**src/hdl/pts_pkg.sv**
```systemverilog
// shared types, codes and constants of the task scheduler
`default_nettype none
package pts_pkg;

    localparam int TASK_SLOTS_DEF = 8;
    localparam int DELAY_BITS_DEF = 16;
    localparam logic [7:0] IDLE_PRI_RST = 8'd100;
    localparam logic [3:0] DEPTH_MAX = 4'd15;

    localparam logic [2:0] ACT_NEW   = 3'd0;
    localparam logic [2:0] ACT_RUN   = 3'd1;
    localparam logic [2:0] ACT_DELAY = 3'd2;
    localparam logic [2:0] ACT_TICK  = 3'd3;
    localparam logic [2:0] ACT_ISR_IN  = 3'd4;
    localparam logic [2:0] ACT_ISR_OUT = 3'd5;

    localparam logic [1:0] ST_OK    = 2'd0;
    localparam logic [1:0] ST_FULL  = 2'd1;
    localparam logic [1:0] ST_NONE  = 2'd2;
    localparam logic [1:0] ST_UNDER = 2'd3;

    typedef enum logic [1:0] {
        MODE_UNUSED  = 2'd0,
        MODE_READY   = 2'd1,
        MODE_BLOCKED = 2'd2
    } t_mode;

    typedef enum logic [2:0] {
        S_IDLE,
        S_EXEC,
        S_SCAN,
        S_SCHED,
        S_TICK,
        S_OUT
    } t_state;

    typedef struct packed {
        logic [2:0]  action;
        logic [7:0]  priority_req;
        logic [15:0] delay_ticks;
    } t_item;

    typedef struct packed {
        logic [2:0]  running_task;
        logic        running_valid;
        logic        context_switch;
        logic [1:0]  status;
        logic [31:0] tick_total;
        logic [31:0] switch_total;
    } t_result;

    typedef struct packed {
        logic load;
        logic exec;
        logic scan;
        logic sched;
        logic tick;
        logic emit;
    } t_cmd;

    typedef struct packed {
        logic want_scan;
        logic want_tick;
        logic scan_last;
        logic tick_last;
    } t_sts;

endpackage
`default_nettype wire

```
**src/hdl/pts_ctrl.sv**
```systemverilog
// sequencing state machine of the task scheduler
`default_nettype none
module pts_ctrl
    import pts_pkg::*;
(
    input  wire logic i_clk,
    input  wire logic i_rst_n,
    input  wire logic start,
    input  wire t_sts i_sts,
    output t_cmd      o_cmd,
    output logic      busy
);

    t_state r_state;
    t_state n_state;

    always_ff @(posedge i_clk) begin
        if (!i_rst_n) begin
            r_state <= S_IDLE;
        end else begin
            r_state <= n_state;
        end
    end

    always_comb begin
        n_state = r_state;
        o_cmd   = '0;
        busy    = (r_state != S_IDLE);
        case (r_state)
            S_IDLE: begin
                if (start) begin
                    o_cmd.load = 1'b1;
                    n_state = S_EXEC;
                end
            end
            S_EXEC: begin
                o_cmd.exec = 1'b1;
                if (i_sts.want_scan) begin
                    n_state = S_SCAN;
                end else if (i_sts.want_tick) begin
                    n_state = S_TICK;
                end else begin
                    n_state = S_OUT;
                end
            end
            S_SCAN: begin
                o_cmd.scan = 1'b1;
                if (i_sts.scan_last) begin
                    n_state = S_SCHED;
                end
            end
            S_SCHED: begin
                o_cmd.sched = 1'b1;
                n_state = S_OUT;
            end
            S_TICK: begin
                o_cmd.tick = 1'b1;
                if (i_sts.tick_last) begin
                    n_state = S_OUT;
                end
            end
            S_OUT: begin
                o_cmd.emit = 1'b1;
                n_state = S_IDLE;
            end
            default: begin
                n_state = S_IDLE;
            end
        endcase
    end

endmodule
`default_nettype wire

```
**src/hdl/pts_dp.sv**
```systemverilog
// task table, counters and slot walks of the task scheduler
`default_nettype none
module pts_dp
    import pts_pkg::*;
#(
    parameter int TASK_SLOTS = TASK_SLOTS_DEF,
    parameter int DELAY_BITS = DELAY_BITS_DEF
) (
    input  wire logic    i_clk,
    input  wire logic    i_rst_n,
    input  wire t_cmd    i_cmd,
    input  wire t_item   i_item,
    input  wire logic    i_cfg_we,
    input  wire logic [7:0] i_cfg_data,
    output t_sts         o_sts,
    output logic         o_strobe,
    output t_result      o_result
);

    localparam int IW = $clog2(TASK_SLOTS);
    localparam int SW = $clog2(TASK_SLOTS + 1);
    localparam int DW = DELAY_BITS;
    localparam logic [31:0] DMAX = 32'((64'd1 << DW) - 64'd1);
    localparam logic [SW-1:0] SLOTS = SW'(TASK_SLOTS);
    localparam logic [IW-1:0] LAST = IW'(TASK_SLOTS - 1);

    logic [7:0]    r_pri   [TASK_SLOTS];
    logic [DW-1:0] r_dly   [TASK_SLOTS];
    t_mode         r_mode  [TASK_SLOTS];
    logic [SW-1:0] r_stamp [TASK_SLOTS];

    t_item         r_item;
    logic [SW-1:0] r_used, r_ord, r_blk, r_k, r_tn, r_rel;
    logic [IW-1:0] r_cur, r_idx, r_bi;
    logic          r_started, r_bv, r_sw;
    logic [7:0]    r_bp;
    logic [SW-1:0] r_bs;
    logic [3:0]    r_depth;
    logic [31:0]   r_ticks, r_sws;
    logic [1:0]    r_st;

    logic          cur_ready;
    logic [31:0]   dl32;
    logic [DW-1:0] dl_clamp;
    logic [IW-1:0] new_slot;
    logic          t_hit;
    logic [IW-1:0] t_sel;
    logic          better;

    assign cur_ready = (r_mode[r_cur] == MODE_READY);
    assign dl32      = 32'(r_item.delay_ticks);
    assign dl_clamp  = (dl32 > DMAX) ? DW'(DMAX) : DW'(dl32);
    assign new_slot  = r_used[IW-1:0];

    // blocked slot holding the rank now being walked
    always_comb begin
        t_hit = 1'b0;
        t_sel = '0;
        for (int j = 0; j < TASK_SLOTS; j++) begin
            if (r_mode[j] == MODE_BLOCKED && r_stamp[j] == r_k) begin
                t_hit = 1'b1;
                t_sel = IW'(j);
            end
        end
    end

    assign better = (r_mode[r_idx] == MODE_READY) &&
                    (!r_bv || r_pri[r_idx] < r_bp ||
                     (r_pri[r_idx] == r_bp && r_stamp[r_idx] < r_bs));

    always_comb begin
        o_sts = '0;
        case (r_item.action)
            ACT_NEW:     o_sts.want_scan = (r_used < SLOTS) && r_started;
            ACT_RUN:     o_sts.want_scan = !r_started;
            ACT_DELAY:   o_sts.want_scan = (r_item.delay_ticks != '0) && r_started
                                           && cur_ready;
            ACT_ISR_OUT: o_sts.want_scan = (r_depth == 4'd1) && r_started;
            default:     o_sts.want_scan = 1'b0;
        endcase
        o_sts.want_tick = (r_item.action == ACT_TICK) && (r_blk != '0);
        o_sts.scan_last = (r_idx == LAST);
        o_sts.tick_last = (r_k == r_tn - SW'(1));
    end

    always_ff @(posedge i_clk) begin
        if (!i_rst_n) begin
            for (int j = 0; j < TASK_SLOTS; j++) begin
                r_pri[j]   <= '0;
                r_dly[j]   <= '0;
                r_mode[j]  <= MODE_UNUSED;
                r_stamp[j] <= '0;
            end
            r_pri[0]  <= IDLE_PRI_RST;
            r_mode[0] <= MODE_READY;
            r_used    <= SW'(1);
            r_ord     <= SW'(1);
            r_blk     <= '0;
            r_cur     <= '0;
            r_started <= 1'b0;
            r_depth   <= '0;
            r_ticks   <= '0;
            r_sws     <= '0;
            r_k       <= '0;
            r_tn      <= '0;
            r_rel     <= '0;
            r_idx     <= '0;
            r_bv      <= 1'b0;
            r_sw      <= 1'b0;
            r_st      <= ST_OK;
            o_strobe  <= 1'b0;
        end else begin
            o_strobe <= i_cmd.emit;
            if (i_cfg_we) begin
                r_pri[0] <= i_cfg_data;
            end
            if (i_cmd.load) begin
                r_item <= i_item;
                r_sw   <= 1'b0;
                r_st   <= ST_OK;
            end
            if (i_cmd.exec) begin
                r_idx <= '0;
                r_bv  <= 1'b0;
                r_k   <= '0;
                r_rel <= '0;
                r_tn  <= r_blk;
                case (r_item.action)
                    ACT_NEW: begin
                        if (r_used >= SLOTS) begin
                            r_st <= ST_FULL;
                        end else begin
                            r_pri[new_slot]   <= r_item.priority_req;
                            r_dly[new_slot]   <= '0;
                            r_mode[new_slot]  <= MODE_READY;
                            r_stamp[new_slot] <= r_ord;
                            r_ord  <= r_ord + SW'(1);
                            r_used <= r_used + SW'(1);
                        end
                    end
                    ACT_DELAY: begin
                        if (r_item.delay_ticks != '0) begin
                            if (!r_started || !cur_ready) begin
                                r_st <= ST_NONE;
                            end else begin
                                // ready ranks above the leaving task close up
                                for (int j = 0; j < TASK_SLOTS; j++) begin
                                    if (r_mode[j] == MODE_READY &&
                                        r_stamp[j] > r_stamp[r_cur]) begin
                                        r_stamp[j] <= r_stamp[j] - SW'(1);
                                    end
                                end
                                r_dly[r_cur]   <= dl_clamp;
                                r_mode[r_cur]  <= MODE_BLOCKED;
                                r_stamp[r_cur] <= r_blk;
                                r_ord <= r_ord - SW'(1);
                                r_blk <= r_blk + SW'(1);
                            end
                        end
                    end
                    ACT_TICK: begin
                        r_ticks <= r_ticks + 32'd1;
                    end
                    ACT_ISR_IN: begin
                        if (r_depth < DEPTH_MAX) begin
                            r_depth <= r_depth + 4'd1;
                        end
                    end
                    ACT_ISR_OUT: begin
                        if (r_depth == '0) begin
                            r_st <= ST_UNDER;
                        end else begin
                            r_depth <= r_depth - 4'd1;
                        end
                    end
                    default: begin
                    end
                endcase
            end
            if (i_cmd.scan) begin
                if (better) begin
                    r_bv <= 1'b1;
                    r_bi <= r_idx;
                    r_bp <= r_pri[r_idx];
                    r_bs <= r_stamp[r_idx];
                end
                r_idx <= r_idx + IW'(1);
            end
            if (i_cmd.sched) begin
                if (!r_bv) begin
                    r_st <= ST_NONE;
                end else if (r_item.action == ACT_RUN || r_bi != r_cur) begin
                    r_started <= 1'b1;
                    r_cur     <= r_bi;
                    r_sws     <= r_sws + 32'd1;
                    r_sw      <= 1'b1;
                end
            end
            if (i_cmd.tick) begin
                r_k <= r_k + SW'(1);
                if (t_hit) begin
                    if (r_dly[t_sel] <= DW'(1)) begin
                        r_dly[t_sel]   <= '0;
                        r_mode[t_sel]  <= MODE_READY;
                        r_stamp[t_sel] <= r_ord;
                        r_ord <= r_ord + SW'(1);
                        r_blk <= r_blk - SW'(1);
                        r_rel <= r_rel + SW'(1);
                    end else begin
                        r_dly[t_sel]   <= r_dly[t_sel] - DW'(1);
                        r_stamp[t_sel] <= r_k - r_rel;
                    end
                end
            end
        end
    end

    always_ff @(posedge i_clk) begin
        if (i_cmd.emit) begin
            o_result.running_task   <= 3'(r_cur);
            o_result.running_valid  <= r_started && cur_ready;
            o_result.context_switch <= r_sw;
            o_result.status         <= r_st;
            o_result.tick_total     <= r_ticks;
            o_result.switch_total   <= r_sws;
        end
    end

endmodule
`default_nettype wire

```
**src/hdl/priority_task_scheduler_with_delays_unit.sv**
```systemverilog
// top level of the priority task scheduler with tick delays
`default_nettype none
// One action is taken when start is high and busy is low, and exactly one
// result beat follows on o_result with o_strobe high for a single cycle;
// the receiver cannot stall it. o_strobe rises after the execute and output
// states when no scheduling pass is needed; when the action selects a task
// (run before start, new task with a free slot once started, nonzero delay
// of a ready running task, final isr exit), a walk over every task slot, one
// per cycle, and a schedule state come in between, and for a tick a walk over
// the blocked tasks, one per cycle in the order they were blocked. busy stays
// high from the accepting edge until the result beat is issued; the next
// action may be taken at the edge that ends the strobe cycle.
// The idle priority may be written at any time the block is idle and also
// lands in slot zero at once.
module priority_task_scheduler_with_delays_unit
    import pts_pkg::*;
#(
    parameter int TASK_SLOTS = TASK_SLOTS_DEF,
    parameter int DELAY_BITS = DELAY_BITS_DEF
) (
    input  wire logic       i_clk,
    input  wire logic       i_rst_n,
    input  wire logic       start,
    output logic            busy,
    input  wire t_item      i_item,
    input  wire logic       i_cfg_we,
    input  wire logic [7:0] i_cfg_data,
    output logic            o_strobe,
    output t_result         o_result
);

    // command and status between sequencer and task table
    t_cmd cmd;
    t_sts sts;

    pts_ctrl u_ctrl (
        .i_clk   (i_clk),
        .i_rst_n (i_rst_n),
        .start   (start),
        .i_sts   (sts),
        .o_cmd   (cmd),
        .busy    (busy)
    );

    pts_dp #(
        .TASK_SLOTS (TASK_SLOTS),
        .DELAY_BITS (DELAY_BITS)
    ) u_dp (
        .i_clk      (i_clk),
        .i_rst_n    (i_rst_n),
        .i_cmd      (cmd),
        .i_item     (i_item),
        .i_cfg_we   (i_cfg_we),
        .i_cfg_data (i_cfg_data),
        .o_sts      (sts),
        .o_strobe   (o_strobe),
        .o_result   (o_result)
    );

`ifndef SYNTHESIS
    // the block goes busy right after taking an action
    a_take_busy: assert property (@(posedge i_clk) disable iff (!i_rst_n)
        start && !busy |=> busy) else $error("action taken but not busy");

    // leaving busy always issues the result beat
    a_done_beat: assert property (@(posedge i_clk) disable iff (!i_rst_n)
        $fell(busy) |-> o_strobe) else $error("busy dropped with no result");

    // one beat per action, never two in a row
    a_one_beat: assert property (@(posedge i_clk) disable iff (!i_rst_n)
        o_strobe |=> !o_strobe) else $error("result beat repeated");
`endif

endmodule
`default_nettype wire
```
**config.mk**
```make
export PLATFORM = sky130hd
export DESIGN_NAME = priority_task_scheduler_with_delays_unit
export DESIGN_NICKNAME = d
export VERILOG_FILES = /design/src/hdl/pts_pkg.sv /design/src/hdl/pts_ctrl.sv /design/src/hdl/pts_dp.sv /design/src/hdl/priority_task_scheduler_with_delays_unit.sv
export SDC_FILE = /design/constraint.sdc
export NUM_CORES = 1
export LEC_CHECK = 0
export BUFFER_PORTS_ARGS = -buffer_cell sky130_fd_sc_hd__buf_2
export CORE_MARGIN = 2
export CORE_UTILIZATION = 35
export CTS_CLUSTER_SIZE = 12
export DETAILED_ROUTE_END_ITERATION = 10
export PLACE_DENSITY = 0.6
export SLEW_MARGIN = 20
export SYNTH_ARGS = -nofsm -noshare
export SYNTH_HDL_FRONTEND = slang
export SYNTH_SLANG_ARGS = --single-unit
```
**constraint.sdc**
```tcl
create_clock -name i_clk -period 4.9 [get_ports i_clk]
set_input_delay 0.98 -clock i_clk [delete_from_list [all_inputs] [get_ports i_clk]]
set_output_delay 0.98 -clock i_clk [all_outputs]
set_load 0.01 [all_outputs]
```
==> metrics.txt, run 1 <==
# TYPE chip_impl_metric gauge
chip_impl_info{name="outcome",value="completed"} 1
chip_impl_metric{name="antenna_violations_before_repair",unit=""} 0
chip_impl_metric{name="fillCellCount",unit=""} 6106
chip_impl_metric{name="areaGrowthSynthToFinish",unit="%"} 17.52
chip_impl_metric{name="antenna-diode-count",unit=""} 0
chip_impl_info{name="worstSetupEndpointType",value="flip-flop"} 1
chip_impl_metric{name="power.share.sequential",unit=""} 0.506
chip_impl_info{name="critical_path.reg2reg.startpoint",value="u_dp.r_stamp[2][3]"} 1
chip_impl_metric{name="synth_area",unit="mm^2"} 0.02282
chip_impl_metric{name="max-slew-margin-rel",unit=""} 0.3076
chip_impl_metric{name="min_delay_path_depth",unit=""} 0
chip_impl_info{name="worst_hold_path_type",value="flip-flop to flip-flop"} 1
chip_impl_metric{name="r2r.worst_path.cells",unit=""} 14
chip_impl_metric{name="period_minus_slack",unit="ns"} 4.688
chip_impl_metric{name="port_buffers",unit=""} 111
chip_impl_metric{name="crit_required",unit="ns"} 5.24
chip_impl_metric{name="timing.clock.skew",unit="ns"} 0.04614
chip_impl_metric{name="first_global_vias",unit=""} 16900
chip_impl_metric{name="synth_fp_nets",unit=""} 2103
chip_impl_metric{name="cell_internal_pwr",unit="mW"} 6.682
chip_impl_metric{name="synth_sequential_area_ratio",unit=""} 0.5636
chip_impl_metric{name="route.detailed.vias_per_inst",unit=""} 5.454
chip_impl_metric{name="multi_input_comb_area",unit="mm^2"} 0.009388
chip_impl_metric{name="final_min_period_over_clock_period",unit=""} 0.9567
chip_impl_metric{name="effective_utilization_at_floorplan",unit=""} 0.3540
chip_impl_metric{name="post_synth_edffs",unit=""} 353
chip_impl_metric{name="firstDrtPassIters",unit=""} 6
chip_impl_metric{name="place.detailed.instances",unit=""} 3004
chip_impl_metric{name="numCtsBuffers",unit=""} 49
chip_impl_metric{name="fp.dieW",unit="um"} 259.4
chip_impl_metric{name="synth-async-reset-ratio",unit=""} 0
chip_impl_metric{name="clock_tree.htree_level_count",unit=""} 2
chip_impl_metric{name="worst_slew_pin_slew",unit="ns"} 1.036
chip_impl_metric{name="track_usage",unit=""} 0.1936
chip_impl_metric{name="grt_start_max_net_pins",unit=""} 72
chip_impl_info{name="worstHoldStart",value="u_dp.r_sw"} 1
chip_impl_info{name="synth_flop_cell",value="sky130_fd_sc_hd__edfxtp_1"} 1
chip_impl_metric{name="die-area",unit="mm^2"} 0.06727
chip_impl_metric{name="rrSetupSlack",unit="ns"} 0.21
chip_impl_info{name="cpLargestDelayFamily",value="simple AND/OR/NAND/NOR gates"} 1
chip_impl_metric{name="die-height",unit="um"} 259.4
chip_impl_metric{name="detail_route.iter0.violations",unit=""} 1645
chip_impl_info{name="critPathSlowestCell",value="sky130_fd_sc_hd__or4_1"} 1
chip_impl_metric{name="clock_power_frac",unit=""} 0.413
chip_impl_metric{name="layoutNonFillerInstCount",unit=""} 3101
chip_impl_info{name="worstSetupPathType",value="flip-flop to flip-flop"} 1
chip_impl_metric{name="cpPeakStageDelay",unit="ns"} 0.63
chip_impl_metric{name="p_total",unit="mW"} 8.743
chip_impl_metric{name="core",unit="mm^2"} 0.06446
chip_impl_info{name="final_common_cell",value="sky130_fd_sc_hd__edfxtp_1"} 1
chip_impl_metric{name="drc",unit=""} 0
chip_impl_metric{name="power.combinational.fraction",unit=""} 0.081
chip_impl_metric{name="synth_area_per_cell",unit="um^2"} 11.47
chip_impl_info{name="buffer_cell_driving_the_clock_tree_root",value="sky130_fd_sc_hd__clkbuf_16"} 1
chip_impl_metric{name="globalplace.congestion",unit=""} 0.9313
chip_impl_metric{name="ir_worst_vdd",unit="mV"} 0.2818
chip_impl_metric{name="drv.max_cap_violation_count",unit=""} 0
chip_impl_metric{name="grt_first_pass_wirelength",unit="um"} 100100
chip_impl_metric{name="dp_hpwl",unit="um"} 47140
chip_impl_metric{name="post_synthesis_instance_total",unit=""} 1990
chip_impl_metric{name="drv_slew",unit=""} 0
chip_impl_metric{name="cts-hold-fix-buffers",unit=""} 0
chip_impl_info{name="tritoncts",value="done"} 1
chip_impl_info{name="layout_common_cells",value="353 x sky130_fd_sc_hd__edfxtp_1, 275 x sky130_fd_sc_hd__nor2_1, 150 x sky130_fd_sc_hd__buf_4"} 1
chip_impl_metric{name="clk_latency",unit="ns"} 0.62
chip_impl_info{name="critPathLaunchType",value="flip-flop"} 1
chip_impl_metric{name="drt.antenna.violating_nets",unit=""} 0
chip_impl_metric{name="p_per_area",unit="mW/mm^2"} 326.0
chip_impl_metric{name="leak",unit="nW"} 9.844
chip_impl_info{name="worst_hold_end",value="u_dp.o_result[66]"} 1
chip_impl_metric{name="critPathArrivalTime",unit="ns"} 5.03
chip_impl_metric{name="rows",unit=""} 93
chip_impl_info{name="rsz0062_at_grt",value="no"} 1
chip_impl_info{name="crit_path_cell_trace",value="xor2_2, nor3_2, and4b_2, o211ai_4, a21oi_2, buf_4, mux2i_1, o221ai_1, or4_1, nand4bb_1, buf_4, mux2_2, nor2_1, o32ai_1"} 1
chip_impl_info{name="r2r-end",value="u_dp.r_stamp[3][2]"} 1
chip_impl_metric{name="drive_gt1_frac",unit=""} 0.1892
chip_impl_metric{name="p_sw_frac",unit=""} 0.2358
chip_impl_metric{name="ys_ff_latch",unit=""} 466
chip_impl_metric{name="cts_num_sinks",unit=""} 466
chip_impl_metric{name="regArea",unit="mm^2"} 0.01287
chip_impl_metric{name="synthesis.yosys.warnings",unit=""} 0
chip_impl_metric{name="wire_per_inst",unit="um"} 21.08
chip_impl_metric{name="ios",unit=""} 112
chip_impl_info{name="timing.critical_path.mode_cell",value="sky130_fd_sc_hd__buf_4"} 1
chip_impl_metric{name="achievable-frequency",unit="MHz"} 213.3
chip_impl_metric{name="cts-root-to-sink-buffers",unit=""} 3
chip_impl_metric{name="cp.buffers_inverters",unit=""} 2
chip_impl_metric{name="wirelength",unit="um"} 65370
chip_impl_metric{name="yosys.cell_types.count",unit=""} 82
chip_impl_metric{name="setup_violations",unit=""} 0
chip_impl_metric{name="routed-via-count",unit=""} 16910
chip_impl_metric{name="final_net_count",unit=""} 2321
chip_impl_metric{name="timing.final.hold_violations",unit=""} 0
chip_impl_metric{name="worstPathMaxFanout",unit=""} 15
chip_impl_metric{name="global_route.overflow_total",unit=""} 0
chip_impl_metric{name="totalNegativeSetupSlack",unit="ns"} 0
chip_impl_metric{name="net-switching-power",unit="mW"} 2.061
chip_impl_metric{name="clk_pin_slew",unit="ns"} 0.07
## worst reg2reg max path, cell delays in order (launching register included)
cell,delay [ns]
sky130_fd_sc_hd__edfxtp_1,0.51
sky130_fd_sc_hd__xor2_2,0.19
sky130_fd_sc_hd__nor3_2,0.22
sky130_fd_sc_hd__and4b_2,0.33
sky130_fd_sc_hd__o211ai_4,0.11
sky130_fd_sc_hd__a21oi_2,0.29
sky130_fd_sc_hd__buf_4,0.33
sky130_fd_sc_hd__mux2i_1,0.22
sky130_fd_sc_hd__o221ai_1,0.17
sky130_fd_sc_hd__or4_1,0.63
sky130_fd_sc_hd__nand4bb_1,0.31
sky130_fd_sc_hd__buf_4,0.25
sky130_fd_sc_hd__mux2_2,0.32
sky130_fd_sc_hd__nor2_1,0.37
sky130_fd_sc_hd__o32ai_1,0.16
## metrics by stage
step	util	instance area (um^2)	setup WS (ns)	hold WS, ns
detailed placement	0.3909	25200	0.02997	0.4261
global route	0.4160	26820	0.03405	0.4522
CTS	0.4148	26740	0.0008962	0.4407
finish	0.4160	26820	0.2123	0.4433
global placement	0.3909	25200	0.2014	0.4165
floorplan	-	22820	0.3056	0.4024
## sequential cells by signal, summed over array words and instances (netlist names), 4 cells and up, named ones only
name,cells
u_dp.r_bs,4
u_dp.r_ticks,32
u_dp.r_depth,4
u_dp.r_dly,128
u_dp.r_blk,4
u_dp.r_item,11
u_dp.r_bp,8
u_dp.r_ord,4
u_dp.r_stamp,32
u_dp.r_used,4
u_dp.dl32,16
u_dp.r_mode,16
u_dp.r_tn,4
u_dp.o_result,71
u_dp.r_sws,32
u_dp.r_rel,4
u_dp.r_k,4
u_dp.r_pri,64
## timing repair
item | 4_1_cts | 5_1_grt
setup endpoints to repair | 1 | 154
resized for setup | 1 | 11
pin swaps | 0 | 7
buffers inserted | 0 | 8
## cell usage after synthesis (5+ instances only)
master / instances / area share
sky130_fd_sc_hd__a211oi_1: 12 / 0.0039
sky130_fd_sc_hd__a21oi_1: 58 / 0.013
sky130_fd_sc_hd__a221o_1: 5 / 0.0022
sky130_fd_sc_hd__a221oi_1: 11 / 0.0042
sky130_fd_sc_hd__a22o_1: 6 / 0.0023
sky130_fd_sc_hd__a22oi_1: 7 / 0.0023
sky130_fd_sc_hd__a22oi_2: 9 / 0.0049
sky130_fd_sc_hd__a2bb2oi_1: 5 / 0.0019
sky130_fd_sc_hd__a31oi_1: 8 / 0.0022
sky130_fd_sc_hd__and2_1: 62 / 0.017
sky130_fd_sc_hd__and3_1: 33 / 0.0090
sky130_fd_sc_hd__and4_1: 6 / 0.0023
sky130_fd_sc_hd__and4b_1: 6 / 0.0026
sky130_fd_sc_hd__buf_1: 7 / 0.0012
sky130_fd_sc_hd__buf_2: 6 / 0.0013
sky130_fd_sc_hd__clkbuf_1: 77 / 0.013
sky130_fd_sc_hd__dfxtp_1: 113 / 0.099
sky130_fd_sc_hd__edfxtp_1: 353 / 0.46
sky130_fd_sc_hd__ha_1: 73 / 0.040
sky130_fd_sc_hd__inv_1: 63 / 0.010
sky130_fd_sc_hd__mux2_2: 13 / 0.0064
sky130_fd_sc_hd__mux2i_1: 35 / 0.015
sky130_fd_sc_hd__mux4_2: 38 / 0.037
sky130_fd_sc_hd__nand2_1: 128 / 0.021
sky130_fd_sc_hd__nand2b_1: 7 / 0.0019
sky130_fd_sc_hd__nand3_1: 75 / 0.016
sky130_fd_sc_hd__nand3b_1: 5 / 0.0016
sky130_fd_sc_hd__nand4_1: 23 / 0.0063
sky130_fd_sc_hd__nand4b_1: 8 / 0.0031
sky130_fd_sc_hd__nor2_1: 277 / 0.046
sky130_fd_sc_hd__nor2b_1: 32 / 0.0088
sky130_fd_sc_hd__nor3_1: 35 / 0.0077
sky130_fd_sc_hd__nor4_1: 15 / 0.0041
sky130_fd_sc_hd__o211ai_1: 10 / 0.0033
sky130_fd_sc_hd__o21a_1: 22 / 0.0072
sky130_fd_sc_hd__o21ai_0: 76 / 0.017
sky130_fd_sc_hd__o21ai_1: 14 / 0.0031
sky130_fd_sc_hd__o22ai_1: 18 / 0.0049
sky130_fd_sc_hd__or3_1: 19 / 0.0052
sky130_fd_sc_hd__xnor2_1: 59 / 0.023
sky130_fd_sc_hd__xor2_1: 75 / 0.029
## cell families after synthesis
group | Yosys count | synth area share
AO/OA/AOI/OAI | 319 | 0.09556
multiplexers | 87 | 0.05992
buffers and inverters | 159 | 0.02796
adder cells (fa/ha/maj) | 74 | 0.04090
XOR/XNOR | 135 | 0.05214
flip-flops | 466 | 0.5636
AND/OR/NAND/NOR | 750 | 0.1599
## cell type report
cell class              instances  share of cell area
multi-input cells            1365              0.3500
repair buffers                263             0.06419
inverters                      63            0.008864
flip-flops and latches        466              0.4798
well taps                     855             0.03989
clock inverters                13            0.005458
clock buffers                  76             0.05178
## power by group through the flow
stage          registers [mW]  clock network [mW]  logic [mW]
2_1_floorplan            4.48                   0       0.419
3_3_place_gp             4.50                   0       0.676
3_5_place_dp             4.51                   0       0.690
4_1_cts                  4.42                3.68       0.693
5_1_grt                  4.43                3.83       0.762
6_report                 4.42                3.61       0.704
## worst max-delay path by stage
stage / from / endpoint / slack (ns) / depth (start not counted)
6_report: u_dp.r_stamp[2][3] / u_dp.r_stamp[3][2] / 0.21 / 14
2_1_floorplan: flip-flop / u_dp.r_bi[0] / 0.31 / 15
5_1_grt: u_dp.r_stamp[5][3] / u_dp.r_stamp[3][0] / 0.03 / 19
4_1_cts: u_dp.r_k[3] / u_dp.r_stamp[3][0] / 0.0009 / 15
3_3_place_gp: u_dp.r_k[3] / u_dp.r_stamp[3][1] / 0.20 / 14
3_5_place_dp: u_dp.r_k[3] / u_dp.r_stamp[4][1] / 0.03 / 16
## metal layers
| layer | GRT usage | share of wire | wire, um |
|---|---|---|---|
| met4 | 0.06577 | 0.029 | 1873 |
| met1 | 0.2569 | 0.42 | 27410 |
| met2 | 0.3230 | 0.48 | 31330 |
| met5 | 0 | 0 | 0 |
| met3 | 0.02968 | 0.073 | 4746 |
(Power assumes the default switching activity.)
==> run 2: changes to the inputs <==
==> constraint.sdc (replaced) <==
create_clock -name i_clk -period 4 [get_ports i_clk]
set_input_delay 0.8 -clock i_clk [delete_from_list [all_inputs] [get_ports i_clk]]
set_output_delay 0.8 -clock i_clk [all_outputs]
set_load 0.01 [all_outputs]
==> run 2 against run 1 <==
  * Cell count increased by 4.1%
  * Setup slack got worse by 0.48 ns
  * Sequential power increased by 22%
  * Combinational power increased by 59%
  * Via count increased by 3.3%
  * Largest cell class unchanged
  * The run now ends with negative setup slack left
  * Critical path depth increased by 4
==> metrics.txt, run 2 (same netlist as run 1, synthesis figures left out) <==
# TYPE chip_impl_metric gauge
chip_impl_metric{name="cts-root-to-sink-buffers",unit=""} 3
chip_impl_metric{name="setup_violations",unit=""} 196
chip_impl_metric{name="rows",unit=""} 93
chip_impl_metric{name="areaGrowthSynthToFinish",unit="%"} 28.95
chip_impl_metric{name="numCtsBuffers",unit=""} 50
chip_impl_metric{name="drive_gt1_frac",unit=""} 0.3000
chip_impl_metric{name="die-height",unit="um"} 259.4
chip_impl_metric{name="port_buffers",unit=""} 111
chip_impl_metric{name="drv_slew",unit=""} 0
chip_impl_metric{name="placement.cell_area",unit="mm^2"} 0.02654
chip_impl_metric{name="detail_route.iter0.violations",unit=""} 1535
chip_impl_metric{name="cts_num_sinks",unit=""} 466
chip_impl_info{name="largest_register",value="u_dp.r_dly"} 1
chip_impl_metric{name="timing.final.hold_violations",unit=""} 0
chip_impl_metric{name="effective_utilization_at_floorplan",unit=""} 0.3540
chip_impl_metric{name="firstDrtPassIters",unit=""} 5
chip_impl_metric{name="globalplace.congestion",unit=""} 0.9219
chip_impl_metric{name="drt.antenna.violating_nets",unit=""} 0
chip_impl_metric{name="grt_first_pass_wirelength",unit="um"} 105100
chip_impl_metric{name="wirelength",unit="um"} 69730
chip_impl_metric{name="core",unit="mm^2"} 0.06446
chip_impl_metric{name="p_per_area",unit="mW/mm^2"} 378.3
chip_impl_metric{name="route.detailed.vias_per_inst",unit=""} 5.410
chip_impl_metric{name="antenna-diode-count",unit=""} 0
chip_impl_metric{name="drc",unit=""} 0
chip_impl_metric{name="timing.clock.skew",unit="ns"} 0.02154
chip_impl_metric{name="achievable-frequency",unit="MHz"} 234.2
chip_impl_metric{name="max-slew-margin-rel",unit=""} 0.2828
chip_impl_metric{name="largest_register_ff_count",unit=""} 128
chip_impl_info{name="violations",value="negative setup slack"} 1
chip_impl_metric{name="antenna_violations_before_repair",unit=""} 0
chip_impl_metric{name="wire_per_inst",unit="um"} 21.60
chip_impl_metric{name="die-area",unit="mm^2"} 0.06727
chip_impl_metric{name="fillCellCount",unit=""} 5778
chip_impl_metric{name="clk_pin_slew",unit="ns"} 0.06
chip_impl_metric{name="placement.setup.worst_slack",unit="ns"} -0.5546
chip_impl_metric{name="leak",unit="nW"} 10.88
chip_impl_metric{name="final_min_period_over_clock_period",unit=""} 1.068
chip_impl_metric{name="drv.max_cap_violation_count",unit=""} 0
chip_impl_metric{name="dp_hpwl",unit="um"} 50160
chip_impl_info{name="worstSetupPathType",value="flip-flop to flip-flop"} 1
chip_impl_metric{name="clock_tree.htree_level_count",unit=""} 2
chip_impl_info{name="tritoncts",value="done"} 1
chip_impl_metric{name="final_setup_slack_of_the_worst_path",unit="ns"} -0.2707
chip_impl_metric{name="cts-hold-fix-buffers",unit=""} 0
chip_impl_metric{name="clk_latency",unit="ns"} 0.60
chip_impl_metric{name="crit_required",unit="ns"} 4.34
chip_impl_metric{name="routed-via-count",unit=""} 17460
chip_impl_metric{name="regArea",unit="mm^2"} 0.01287
chip_impl_info{name="final_common_cell",value="sky130_fd_sc_hd__edfxtp_1"} 1
chip_impl_info{name="critPathLaunchType",value="flip-flop"} 1
chip_impl_metric{name="global_route.overflow_total",unit=""} 0
chip_impl_metric{name="track_usage",unit=""} 0.2039
chip_impl_metric{name="fin_area",unit="mm^2"} 0.02943
chip_impl_metric{name="final_net_count",unit=""} 2447
chip_impl_metric{name="worstPathMaxFanout",unit=""} 8
chip_impl_metric{name="worst_slew_pin_slew",unit="ns"} 1.073
chip_impl_metric{name="ios",unit=""} 112
chip_impl_info{name="rsz0062_at_grt",value="yes"} 1
chip_impl_metric{name="final.hold.worst_slack",unit="ns"} 0.3738
chip_impl_metric{name="period_minus_slack",unit="ns"} 4.271
chip_impl_metric{name="multi_input_comb_area",unit="mm^2"} 0.01043
chip_impl_info{name="layout_common_cells",value="353 x sky130_fd_sc_hd__edfxtp_1, 217 x sky130_fd_sc_hd__nor2_1, 213 x sky130_fd_sc_hd__buf_4"} 1
chip_impl_metric{name="ir_worst_vdd",unit="mV"} 0.2267
chip_impl_info{name="worstSetupEndpointType",value="flip-flop"} 1
chip_impl_metric{name="grt_start_max_net_pins",unit=""} 52
chip_impl_info{name="buffer_cell_driving_the_clock_tree_root",value="sky130_fd_sc_hd__clkbuf_16"} 1
chip_impl_info{name="worst_hold_path_type",value="input pin to flip-flop"} 1
chip_impl_info{name="biggestRegsByFlops",value="u_dp.r_dly: 128 flops, u_dp.o_result: 71 flops, u_dp.r_pri: 64 flops"} 1
chip_impl_info{name="outcome",value="complete, but fails checks"} 1
chip_impl_metric{name="fp.dieW",unit="um"} 259.4
chip_impl_metric{name="first_global_vias",unit=""} 17240
chip_impl_metric{name="critPathArrivalTime",unit="ns"} 4.61
[run 2: changes by cell type in the layout (fill, tap and decap cells not counted), moves of 10 or more]
cell / previous run / this run
sky130_fd_sc_hd__buf_4: 150 / 213
sky130_fd_sc_hd__nor2_1: 275 / 217
sky130_fd_sc_hd__nor2_4: 2 / 40
sky130_fd_sc_hd__buf_12: 2 / 36
sky130_fd_sc_hd__buf_6: 0 / 24
sky130_fd_sc_hd__nor2_2: 0 / 20
sky130_fd_sc_hd__o21ai_0: 76 / 59
sky130_fd_sc_hd__o21ai_2: 1 / 16
sky130_fd_sc_hd__o22ai_1: 18 / 8
[run 2: report_power, final]
| part | internal [mW] | total, mW | switching, mW |
|---|---|---|---|
| clock network | 2.69 | 4.60 | 1.91 |
| logic | 0.481 | 1.12 | 0.643 |
| registers | 5.32 | 5.41 | 0.0840 |
[run 2: layout make-up]
| cell class | count | share of cell area |
|---|---|---|
| clock inverter | 15 | 0.005187 |
| inverter | 63 | 0.008078 |
| timing repair buffer | 387 | 0.1093 |
| clock buffer | 76 | 0.04936 |
| sequential | 466 | 0.4375 |
| multi-input combinational | 1366 | 0.3543 |
| tap | 855 | 0.03635 |
[run 2: worst paths after layout]
path	to	slack [ns]	start	depth (start not counted)
max	u_dp.r_dly[7][15]	-0.27	u_dp.r_stamp[5][3]	18
min reg2reg	u_dp.o_result[65]	0.43	u_dp.r_st[1]	0
min	u_dp.dl32[8]	0.37	i_item[8]	1
max reg2reg	u_dp.r_dly[7][15]	-0.27	u_dp.r_stamp[5][3]	18
[run 2: routing by layer]
| metal | GRT usage | share of wire | up-vias |
|---|---|---|---|
| met5 | 0 | 0 | - |
| met4 | 0.06274 | 0.026 | 0 |
| met3 | 0.03251 | 0.069 | 114 |
| met2 | 0.3399 | 0.48 | 677 |
| met1 | 0.2724 | 0.43 | 8666 |
| li1 | - | - | 8007 |
[run 2: metrics by stage]
| stage | utilization | total power, mW | instances | setup TNS, ns |
|---|---|---|---|---|
| 3_5_place_dp | 0.4117 | 6.509 | 3112 | -89.83 |
| 5_1_grt | 0.4565 | 11.46 | 3228 | -52.90 |
| 3_3_place_gp | 0.4117 | 6.493 | 3112 | -81.60 |
| 6_report | 0.4565 | 11.13 | 3228 | -28.24 |
| 4_1_cts | 0.4458 | 11.14 | 3218 | -15.67 |
| 2_1_floorplan | - | 6.021 | 1990 | -0.9858 |
[run 2: what timing repair did]
item                       4_1_cts  5_1_grt
cloned                           3        0
buffers inserted                12       11
hold endpoints to repair         0        0
pin swaps                       41       41
resized for setup              110      156
setup endpoints to repair      290      310
[run 2: worst max-delay path, stage by stage, from the launching register on]
cell and delay (ns):
sky130_fd_sc_hd__edfxtp_1 0.43, sky130_fd_sc_hd__xor2_1 0.18, sky130_fd_sc_hd__nor3_2 0.20, sky130_fd_sc_hd__buf_4 0.16
sky130_fd_sc_hd__and4b_2 0.32, sky130_fd_sc_hd__o21ai_4 0.11, sky130_fd_sc_hd__buf_12 0.15, sky130_fd_sc_hd__o211ai_1 0.18
sky130_fd_sc_hd__buf_4 0.17, sky130_fd_sc_hd__buf_6 0.10, sky130_fd_sc_hd__o22a_1 0.21, sky130_fd_sc_hd__nand4_1 0.20
sky130_fd_sc_hd__or4_4 0.48, sky130_fd_sc_hd__buf_6 0.16, sky130_fd_sc_hd__nor4_4 0.28, sky130_fd_sc_hd__mux2i_1 0.26
sky130_fd_sc_hd__a2bb2oi_2 0.24, sky130_fd_sc_hd__buf_12 0.15, sky130_fd_sc_hd__nor2_1 0.04
==> run 3: changes to the inputs <==
--- a/config.mk
+++ b/config.mk
@@ -6,6 +6,7 @@
 export NUM_CORES = 1
 export LEC_CHECK = 0
 export BUFFER_PORTS_ARGS = -buffer_cell sky130_fd_sc_hd__buf_2
+export CORE_ASPECT_RATIO = 1.5
 export CORE_MARGIN = 2
 export CORE_UTILIZATION = 35
 export CTS_CLUSTER_SIZE = 12
@@ -15,3 +16,4 @@
 export SYNTH_ARGS = -nofsm -noshare
 export SYNTH_HDL_FRONTEND = slang
 export SYNTH_SLANG_ARGS = --single-unit
+export TNS_END_PERCENT = 20
==> run 3 against run 2 <==
  * The run still ends with negative setup slack left
  * Routed wire length rose by 0.96%
  * Clock skew rose by 0.0014 ns
  * Cell count rose by 1.3%
  * Setup slack improved by 0.13 ns
  * Die area barely moved
  * Global-route usage rose by 0.30 points
  * Via count fell by 0.41%
  * Power fell by 1.9%
  * Critical endpoint is now u_dp.r_stamp[5][2]
  * Largest power group unchanged
==> metrics.txt, run 3 (same netlist as run 1, synthesis figures left out) <==
# TYPE chip_impl_metric gauge
chip_impl_metric{name="final_min_period_over_clock_period",unit=""} 1.036
chip_impl_metric{name="clock_tree.htree_level_count",unit=""} 2
chip_impl_metric{name="ir_worst_vdd",unit="mV"} 0.2939
chip_impl_metric{name="largest_register_ff_count",unit=""} 128
chip_impl_metric{name="cts_num_sinks",unit=""} 466
chip_impl_info{name="largest_register",value="u_dp.r_dly"} 1
chip_impl_metric{name="leak",unit="nW"} 10.87
chip_impl_metric{name="core",unit="mm^2"} 0.06447
chip_impl_info{name="worstSetupPathType",value="flip-flop to flip-flop"} 1
chip_impl_metric{name="route.detailed.vias_per_inst",unit=""} 5.321
chip_impl_metric{name="period_minus_slack",unit="ns"} 4.144
chip_impl_metric{name="timing.clock.skew",unit="ns"} 0.02299
chip_impl_metric{name="die-height",unit="um"} 316.7
chip_impl_metric{name="drv_slew",unit=""} 0
chip_impl_info{name="violations",value="negative setup slack"} 1
chip_impl_metric{name="drv.max_cap_violation_count",unit=""} 0
chip_impl_metric{name="firstDrtPassIters",unit=""} 5
chip_impl_info{name="buffer_cell_driving_the_clock_tree_root",value="sky130_fd_sc_hd__clkbuf_16"} 1
chip_impl_metric{name="clk_latency",unit="ns"} 0.61
chip_impl_metric{name="first_global_vias",unit=""} 17580
chip_impl_metric{name="fin_area",unit="mm^2"} 0.02911
chip_impl_metric{name="timing.final.hold_violations",unit=""} 0
chip_impl_metric{name="placement.cell_area",unit="mm^2"} 0.02646
chip_impl_metric{name="clk_pin_slew",unit="ns"} 0.06
chip_impl_info{name="layout_common_cells",value="353 x sky130_fd_sc_hd__edfxtp_1, 249 x sky130_fd_sc_hd__buf_4, 248 x sky130_fd_sc_hd__nor2_1"} 1
chip_impl_metric{name="effective_utilization_at_floorplan",unit=""} 0.3540
chip_impl_metric{name="worstPathMaxFanout",unit=""} 5
chip_impl_metric{name="p_per_area",unit="mW/mm^2"} 375.2
chip_impl_metric{name="achievable-frequency",unit="MHz"} 241.3
chip_impl_metric{name="critPathArrivalTime",unit="ns"} 4.48
chip_impl_metric{name="areaGrowthSynthToFinish",unit="%"} 27.54
chip_impl_metric{name="worst_slew_pin_slew",unit="ns"} 1.032
chip_impl_metric{name="postLayoutCoreUtil",unit=""} 0.4515
chip_impl_metric{name="cts-root-to-sink-buffers",unit=""} 3
chip_impl_metric{name="drive_gt1_frac",unit=""} 0.2847
chip_impl_metric{name="track_usage",unit=""} 0.2069
chip_impl_metric{name="antenna_violations_before_repair",unit=""} 0
chip_impl_info{name="tritoncts",value="done"} 1
chip_impl_metric{name="wire_per_inst",unit="um"} 21.54
chip_impl_metric{name="dp_hpwl",unit="um"} 51590
chip_impl_metric{name="grt_start_max_net_pins",unit=""} 91
chip_impl_metric{name="cts-hold-fix-buffers",unit=""} 0
chip_impl_info{name="outcome",value="complete, but fails checks"} 1
chip_impl_metric{name="port_buffers",unit=""} 111
chip_impl_info{name="biggestRegsByFlops",value="u_dp.r_dly: 128 flops, u_dp.o_result: 71 flops, u_dp.r_pri: 64 flops"} 1
chip_impl_metric{name="fp.dieW",unit="um"} 212.5
chip_impl_info{name="worst_hold_path_type",value="input pin to flip-flop"} 1
chip_impl_metric{name="rows",unit=""} 114
chip_impl_metric{name="drc",unit=""} 0
chip_impl_metric{name="globalplace.congestion",unit=""} 0.9748
chip_impl_info{name="rsz0062_at_grt",value="yes"} 1
chip_impl_metric{name="final_net_count",unit=""} 2475
chip_impl_metric{name="detail_route.iter0.violations",unit=""} 1322
chip_impl_info{name="worstSetupEndpointType",value="flip-flop"} 1
chip_impl_metric{name="global_route.overflow_total",unit=""} 0
chip_impl_metric{name="final.hold.worst_slack",unit="ns"} 0.3608
chip_impl_metric{name="final_setup_slack_of_the_worst_path",unit="ns"} -0.1441
chip_impl_metric{name="crit_required",unit="ns"} 4.34
chip_impl_metric{name="wirelength",unit="um"} 70400
chip_impl_info{name="critPathLaunchType",value="flip-flop"} 1
chip_impl_metric{name="grt_first_pass_wirelength",unit="um"} 104900
chip_impl_metric{name="ios",unit=""} 112
chip_impl_info{name="final_common_cell",value="sky130_fd_sc_hd__edfxtp_1"} 1
chip_impl_metric{name="antenna-diode-count",unit=""} 0
chip_impl_metric{name="placement.setup.worst_slack",unit="ns"} -0.2442
chip_impl_metric{name="die-area",unit="mm^2"} 0.06731
chip_impl_metric{name="setup_violations",unit=""} 132
chip_impl_metric{name="max-slew-margin-rel",unit=""} 0.3101
chip_impl_metric{name="drt.antenna.violating_nets",unit=""} 0
chip_impl_metric{name="routed-via-count",unit=""} 17390
chip_impl_metric{name="numCtsBuffers",unit=""} 48
==> run 3: cell count changes in the layout (fill, tap and decap cells not counted), sizes merged <==
cell	delta
buf	+30
clkbuf	-4
clkinv	+4
inv	-3
o211a	-1
==> run 3: layout make-up <==
cell class,instances,area [um^2]
flip-flops and latches,466,12870
repair buffers,418,3294
fillers,5935,35360
well taps,870,1089
clock inverters,16,209.0
inverters,63,237.7
clock buffers,71,1308
multi-input cells,1365,10100
==> run 3: path summary, 6_finish.rpt <==
path | start | to | slack (ns) | cells past startpoint
setup / recovery | u_dp.r_k[2] | u_dp.r_stamp[5][2] | -0.14 | 15
hold / removal | i_item[15] | u_dp.dl32[15] | 0.36 | 1
setup reg to reg | u_dp.r_k[2] | u_dp.r_stamp[5][2] | -0.14 | 15
hold reg to reg | u_dp.r_sw | u_dp.o_result[66] | 0.44 | 0
==> run 3: worst max-delay path, cell delays in order (launching register included) <==
cell	delay, ns
sky130_fd_sc_hd__dfxtp_2	0.34
sky130_fd_sc_hd__buf_6	0.13
sky130_fd_sc_hd__xor2_2	0.17
sky130_fd_sc_hd__nor3_2	0.19
sky130_fd_sc_hd__and4b_2	0.35
sky130_fd_sc_hd__o211ai_4	0.13
sky130_fd_sc_hd__a21oi_4	0.23
sky130_fd_sc_hd__mux2_4	0.33
sky130_fd_sc_hd__a211o_1	0.30
sky130_fd_sc_hd__or4b_4	0.57
sky130_fd_sc_hd__nand4bb_4	0.27
sky130_fd_sc_hd__buf_6	0.16
sky130_fd_sc_hd__mux2_4	0.32
sky130_fd_sc_hd__o21ai_2	0.13
sky130_fd_sc_hd__buf_6	0.17
sky130_fd_sc_hd__o22ai_2	0.09
==> run 3: what timing repair did <==
item,4_1_cts,5_1_grt
pin swaps,29,50
buffers inserted,22,20
endpoints found under the setup margin,212,197
gates resized for setup,90,100
gates cloned,0,1
==> run 3: metrics by stage <==
| stage | std cells | total power [mW] | TNS [ns] |
|---|---|---|---|
| 2_1_floorplan | 1990 | 6.014 | -7.270 |
| 3_3_place_gp | 3139 | 6.468 | -28.39 |
| 3_5_place_dp | 3139 | 6.489 | -34.06 |
| 4_1_cts | 3248 | 10.91 | -1.448 |
| 5_1_grt | 3269 | 11.28 | -28.29 |
| 6_report | 3269 | 10.92 | -6.251 |
==> run 3: per-layer routing <==
layer / wire, um / GRT usage / part of all wire
met2: 36960 / 0.3845 / 0.52
met4: 5008 / 0.1276 / 0.071
met3: 3002 / 0.02607 / 0.043
met1: 25430 / 0.2216 / 0.36
met5: 0 / 0 / 0
==> run 3: where the power goes <==
part           switching (mW)  internal, mW  total [mW]
clock                    1.89          2.47        4.36
combinational           0.643         0.505        1.15
sequential             0.0857          5.32        5.41
total                    2.62          8.30        10.9
